## src/rtl/core/dhs_pkg.sv

```systemverilog
// ----------------------------------------------------------------------------
// dhs_pkg
// Shared types and constants for the double-hashing DNA word set.
// ----------------------------------------------------------------------------
`default_nettype none

package dhs_pkg;

  // Field widths
  localparam int OPCODE_W = 1;
  localparam int LEN_W    = 4;
  localparam int LETTER_W = 24;
  localparam int STATUS_W = 2;

  // Key encoding: base 5, digits 1..4, first letter least significant
  localparam int KEY_W        = 28;
  localparam int MAX_LETTERS  = 12;
  localparam int HALF_LETTERS = 6;
  localparam int DIGIT_W      = 3;
  localparam int HALF_W       = 14;
  localparam logic [KEY_W-1:0] HALF_SCALE = KEY_W'(15625);  // 5^6

  localparam logic [HALF_W-1:0] POW5 [HALF_LETTERS] = '{
    HALF_W'(1), HALF_W'(5), HALF_W'(25), HALF_W'(125), HALF_W'(625), HALF_W'(3125)
  };

  localparam int TABLE_SIZE_DEF = 1021;

  typedef enum logic [OPCODE_W-1:0] {
    OP_INSERT = 1'b0,
    OP_FIND   = 1'b1
  } op_t;

  typedef enum logic [STATUS_W-1:0] {
    ST_NEW     = 2'd0,
    ST_PRESENT = 2'd1,
    ST_FULL    = 2'd2
  } status_t;

  typedef enum logic [1:0] {
    PS_CLEAR,
    PS_IDLE,
    PS_WAIT,
    PS_CHECK
  } probe_state_t;

  // Hash unit result, qualified by valid
  typedef struct packed {
    logic             valid;
    op_t              op;
    logic [KEY_W-1:0] key;
  } hash_ctl_t;

  // Base-5 digit of letter idx, zero past the word's end
  function automatic logic [DIGIT_W-1:0] letter_digit(
    input logic [LETTER_W-1:0] letters,
    input logic [LEN_W-1:0]    len,
    input int                  idx
  );
    logic [1:0] code;
    code = letters[2*idx +: 2];
    if (LEN_W'(idx) < len) begin
      return {1'b0, code} + DIGIT_W'(1);
    end
    return '0;
  endfunction

endpackage

`default_nettype wire

```

## src/rtl/core/dhs_hash.sv

```systemverilog
// ----------------------------------------------------------------------------
// dhs_hash
// Word-to-key encoder and home slot / stride unit, five register stages.
// ----------------------------------------------------------------------------
`default_nettype none

module dhs_hash #(
  parameter int TABLE_SIZE = dhs_pkg::TABLE_SIZE_DEF,
  localparam int IDX_W = $clog2(TABLE_SIZE)
) (
  input  wire logic                          clk,
  input  wire logic                          rst,
  input  wire logic                          start,
  input  wire logic [dhs_pkg::OPCODE_W-1:0]  opcode,
  input  wire logic [dhs_pkg::LEN_W-1:0]     word_length,
  input  wire logic [dhs_pkg::LETTER_W-1:0]  letters,
  output dhs_pkg::hash_ctl_t                 res,
  output logic      [IDX_W-1:0]              home,
  output logic      [IDX_W-1:0]              stride
);

  localparam int KW = dhs_pkg::KEY_W;
  localparam int HW = dhs_pkg::HALF_W;
  localparam int HL = dhs_pkg::HALF_LETTERS;
  localparam int RW = IDX_W + 1;
  // Reciprocals for key mod N and key mod (N-1); estimate is off by at most one
  localparam logic [KW-1:0] RECIP_N  = KW'((64'd1 << KW) / TABLE_SIZE);
  localparam logic [KW-1:0] RECIP_N1 = KW'((64'd1 << KW) / (TABLE_SIZE - 1));
  localparam logic [IDX_W-1:0] SIZE_N  = IDX_W'(TABLE_SIZE);
  localparam logic [IDX_W-1:0] SIZE_N1 = IDX_W'(TABLE_SIZE - 1);

  logic [4:0]               vld;
  dhs_pkg::op_t             op0, op1, op2, op3, op4;

  // stage 0: two half sums
  logic [dhs_pkg::LEN_W-1:0] len_sat;
  logic [HW-1:0]             lo_sum, hi_sum;
  logic [HW-1:0]             lo, hi;
  // stage 1: key
  logic [KW-1:0]             key1, key2, key3, key4;
  // stage 2: quotient estimates
  logic [2*KW-1:0]           prod_n, prod_n1;
  logic [KW-1:0]             q_n, q_n1;
  // stage 3: partial remainders in [0, 2N)
  logic [KW+IDX_W-1:0]       back_n, back_n1;
  logic [KW-1:0]             diff_n, diff_n1;
  logic [RW-1:0]             r_n, r_n1;

  always_comb begin
    len_sat = word_length;
    if (word_length > dhs_pkg::LEN_W'(dhs_pkg::MAX_LETTERS)) begin
      len_sat = dhs_pkg::LEN_W'(dhs_pkg::MAX_LETTERS);
    end
    lo_sum = '0;
    hi_sum = '0;
    for (int i = 0; i < HL; i++) begin
      lo_sum = lo_sum + HW'(dhs_pkg::letter_digit(letters, len_sat, i)) * dhs_pkg::POW5[i];
      hi_sum = hi_sum + HW'(dhs_pkg::letter_digit(letters, len_sat, i + HL))
                        * dhs_pkg::POW5[i];
    end
  end

  always_comb begin
    prod_n  = {{KW{1'b0}}, key2} * {{KW{1'b0}}, RECIP_N};
    prod_n1 = {{KW{1'b0}}, key2} * {{KW{1'b0}}, RECIP_N1};
    back_n  = {{IDX_W{1'b0}}, q_n} * {{KW{1'b0}}, SIZE_N};
    back_n1 = {{IDX_W{1'b0}}, q_n1} * {{KW{1'b0}}, SIZE_N1};
    diff_n  = key3 - back_n[KW-1:0];
    diff_n1 = key3 - back_n1[KW-1:0];
  end

  // final correction straight off r_n so home and stride line up with res
  always_comb begin
    if (r_n >= RW'(TABLE_SIZE)) begin
      home = IDX_W'(r_n - RW'(TABLE_SIZE));
    end else begin
      home = r_n[IDX_W-1:0];
    end
    // stride is 1 + key mod (N-1), always below N
    if (r_n1 >= RW'(TABLE_SIZE - 1)) begin
      stride = IDX_W'(r_n1 - RW'(TABLE_SIZE - 1) + RW'(1));
    end else begin
      stride = IDX_W'(r_n1 + RW'(1));
    end
  end

  always_ff @(posedge clk) begin
    if (rst) begin
      vld <= '0;
    end else begin
      vld <= {vld[3:0], start};
    end
  end

  always_ff @(posedge clk) begin
    if (start) begin
      op0 <= dhs_pkg::op_t'(opcode);
      lo  <= lo_sum;
      hi  <= hi_sum;
    end
    op1  <= op0;
    key1 <= KW'(hi) * dhs_pkg::HALF_SCALE + KW'(lo);
    op2  <= op1;
    key2 <= key1;
    q_n  <= prod_n[2*KW-1:KW];
    q_n1 <= prod_n1[2*KW-1:KW];
    op3  <= op2;
    key3 <= key2;
    r_n  <= diff_n[RW-1:0];
    r_n1 <= diff_n1[RW-1:0];
    op4  <= op3;
    key4 <= key3;
  end

  assign res.valid = vld[4];
  assign res.op    = op4;
  assign res.key   = key4;

endmodule

`default_nettype wire

```

## config.mk

```make
export PLATFORM = sky130hd
export DESIGN_NAME = dhs_hash
export DESIGN_NICKNAME = d
export VERILOG_FILES = /design/src/rtl/core/dhs_pkg.sv /design/src/rtl/core/dhs_hash.sv
export SDC_FILE = /design/constraint.sdc
export NUM_CORES = 1
export LEC_CHECK = 0
export BUFFER_PORTS_ARGS = -buffer_cell sky130_fd_sc_hd__clkbuf_2
export CORE_ASPECT_RATIO = 1.2
export CORE_MARGIN = 4
export CORE_UTILIZATION = 50
export CTS_BUF_LIST = sky130_fd_sc_hd__clkbuf_4
export CTS_CLUSTER_DIAMETER = 50
export CTS_CLUSTER_SIZE = 8
export DETAILED_ROUTE_END_ITERATION = 6
export GPL_ROUTABILITY_DRIVEN = 0
export PLACE_DENSITY = 0.71
export SLEW_MARGIN = 20
export SYNTH_ARGS = -nofsm -noshare
export SYNTH_HDL_FRONTEND = slang
export SYNTH_SLANG_ARGS = --single-unit
export TNS_END_PERCENT = 100
```

## constraint.sdc

```tcl
create_clock -name clk -period 6.15 [get_ports clk]
set_input_delay 0.615 -clock clk [delete_from_list [all_inputs] [get_ports clk]]
set_output_delay 0.615 -clock clk [all_outputs]
set_load 0.01 [all_outputs]
```

==> reports/metrics.cfg <==
[status]
outcome = complete, no violations

[finish]
fin_area_um2 = 23500
nets = 3076
multi_input_area_um2 = 15700
n_fill_cell = 3711
area_delta_synth_final_pct = 8.36
drive_above_1_share_pct = 8.53
fin_util_pct = 54.8
seqCellArea_um2 = 4090

[place]
dpl_cell_area_um2 = 23100
portBuffers = 81
dpl.hpwl_mm = 36.6
dp_slack_ps = -180

[yosys]
synth_enable_flop_cells = 29
synth.distinct_cells = 64
synth_area_um2 = 21600
synthFlopType = dfxtp_1
syn_inst = 2089
synth_nets = 2928
ys_ff_latch = 190
yosysSeqAreaShare_pct = 18.9
async_reset_ff_share_pct = 0
syn_area_per_cell_um2 = 10.4
ys_warn_count = 0

[routing]
via_per_inst = 5.03
route.vias.total = 14100
first_pass_iters = 4
drt-met1-wl_mm = 15.5
drt-initial-drc-count = 387
wire_per_inst_um = 14.6
drc = 0
met3_length_um = 917
wl_met2_mm = 23.0
ant_nets = 0
highest_layer = met4
wl_mm = 41.0

[clock_network]
clk_pin_slew_ps = 170
cts_root_buf = clkbuf_4
post-cts-setup-buffers = 0
cts-resized-gates = 0
clkLatencyLatePin_ps = 660
cts_hold_buf = 0
cts_buffer_depth = 2
cts_tree = built
htreeDepth = 4
cts_buffers = 17
clock_sinks = 190

[sta]
setup_violations = 0
tightest_slew_ps = 700
layout_min_cycle_time_ps = 5790
grt_setup_unrepaired = no
max_freq_mhz = 173
hold_violations = 0
min_period_over_period_pct = 94.1
fin_skew_ps = 29.8
relSlewSlack_pct = 53.3
whs_ps = 121
fin_ws_ps = 363
finalMaxSlewViolations = 0

[global_routing]
grt_pass1_vias = 15600
grt_first_pass_wirelength_mm = 70.5
grt_usage_pct = 18.6
grt_max_degree = 31
antenna_found_initial = 2
grt-ovfl-total = 0

[critical_path]
cp_max_fo = 5
critPathCaptureType = register
cp-start-kind = register
critPathArrivalTime_ps = 6360
worst-setup-path-type = register to register
cp.required_ps = 6730

[floorplan]
start_util_pct = 50.6
die_h_um = 236
io_pins = 82
die_area_um2 = 46700
fp.dieW_um = 198
design.core.area_um2 = 42800
rows = 83

[job]
cap_violations = 0

[hold_path]
hold_path.class = input pin to register

==> final timing paths <==
kind             from       end  slack, ps  depth (start not counted)
max             hi[1]  key1[27]        360                         17
min            opcode       op0        120                          1
max reg2reg     hi[1]  key1[27]        360                         17
min reg2reg  key3[19]  key4[19]        330                          0
==> critical path: stages (launching register included) <==
cell and delay, ps:
edfxtp_1 530, fa_1 550, inv_1 70, fa_1 490, fa_1 540, inv_1 50, fa_1 500, fa_1 520
fa_1 500, ha_1 320, buf_4 160, a211o_1 260, o21ai_0 320, a31oi_1 190, o22ai_2 200, o2111ai_1 170
a21oi_1 200, xnor2_1 140
==> per-stage QoR <==
step / cells / TNS (ps)
after floorplan: 2089 / 0
after global placement: 2770 / -2.53
after detailed placement: 2770 / -555
after CTS: 2802 / 0
after global routing: 2804 / 0
final: 2804 / 0
==> flip-flops by register name, summed over array words and instances (netlist names), 5 cells and up <==
signal,flops
q_n,11
lo,14
r_n1,11
key2,28
r_n,11
key3,28
vld,5
key4,26
key1,28
q_n1,9
hi,14
==> routing by layer <==
metal	vias up	GRT usage, %
met4	0	7.47
met1	6818	19.0
met3	87	2.47
met2	158	37.1
met5	-	0
li1	7044	-
==> area by class of cell <==
class,count,area share [%]
Antenna cell,2,0.0213
Clock buffer,18,0.576
Clock inverter,14,0.704
Inverter,502,8.03
Multi-Input combinational cell,1390,66.7
Sequential cell,190,17.5
Tap cell,552,2.94
Timing Repair Buffer,136,3.54
==> layout by cell type (no fill, tap or decap), types with 7 or more instances in the layout <==
master    netlist  routed
a21boi_0        8       8
xor2_1         29      29
and3_1          9       9
nor2b_1        28      28
o21a_1          7       7
a21o_1         15      15
ha_1          573     573
clkbuf_2        0      81
dfxtp_1       161     161
or2_2           8       8
nor2_1         46      46
o21ai_0        36      35
edfxtp_1       29      29
fa_1          234     234
nand3_1        26      26
buf_4           4      54
a211oi_1       10      10
nand2b_1       11      11
nand4_1         7       7
clkbuf_4        0      18
xnor2_1       113     113
o21bai_1       12      12
inv_1         502     502
nand2_1        58      58
nor3_1         15      15
a21oi_1        72      71
==> cells by family after synthesis <==
group | synth area share [%]
AO/OA/AOI/OAI | 6.06
multiplexers | 0.191
AND/OR/NAND/NOR | 5.40
adder cells (fa/ha/maj) | 54.8
flip-flops | 18.9
XOR/XNOR | 5.74
buffers and inverters | 8.89
==> synth_stat cells, drive strengths merged, types with 3 or more instances <==
cell type,instances,share of area [%]
o211ai,6,0.21
a21o,16,0.56
xnor2,113,4.6
clkbuf,3,0.052
a211o,3,0.13
nor2b,28,0.81
and2,5,0.14
o31ai,4,0.14
a211oi,11,0.40
o21ai,36,0.83
and3,9,0.26
xor2,29,1.2
nand4,7,0.20
o21a,7,0.24
a21oi,73,1.7
ha,573,33
or2,9,0.26
nor2,46,0.80
buf,4,0.14
mux2i,3,0.14
edfxtp,29,4.0
or3,5,0.14
nand3,26,0.60
nand2b,11,0.32
inv,502,8.7
nand2,58,1.0
nand3b,6,0.21
dfxtp,161,15
fa,234,22
a21boi,8,0.28
a31oi,5,0.14
nor3b,3,0.10
nor3,15,0.35
o21bai,12,0.42
Power is left out: the tool's default activity adds up to more than one toggle a clock period on the data nets, which glitch-free logic cannot reach.
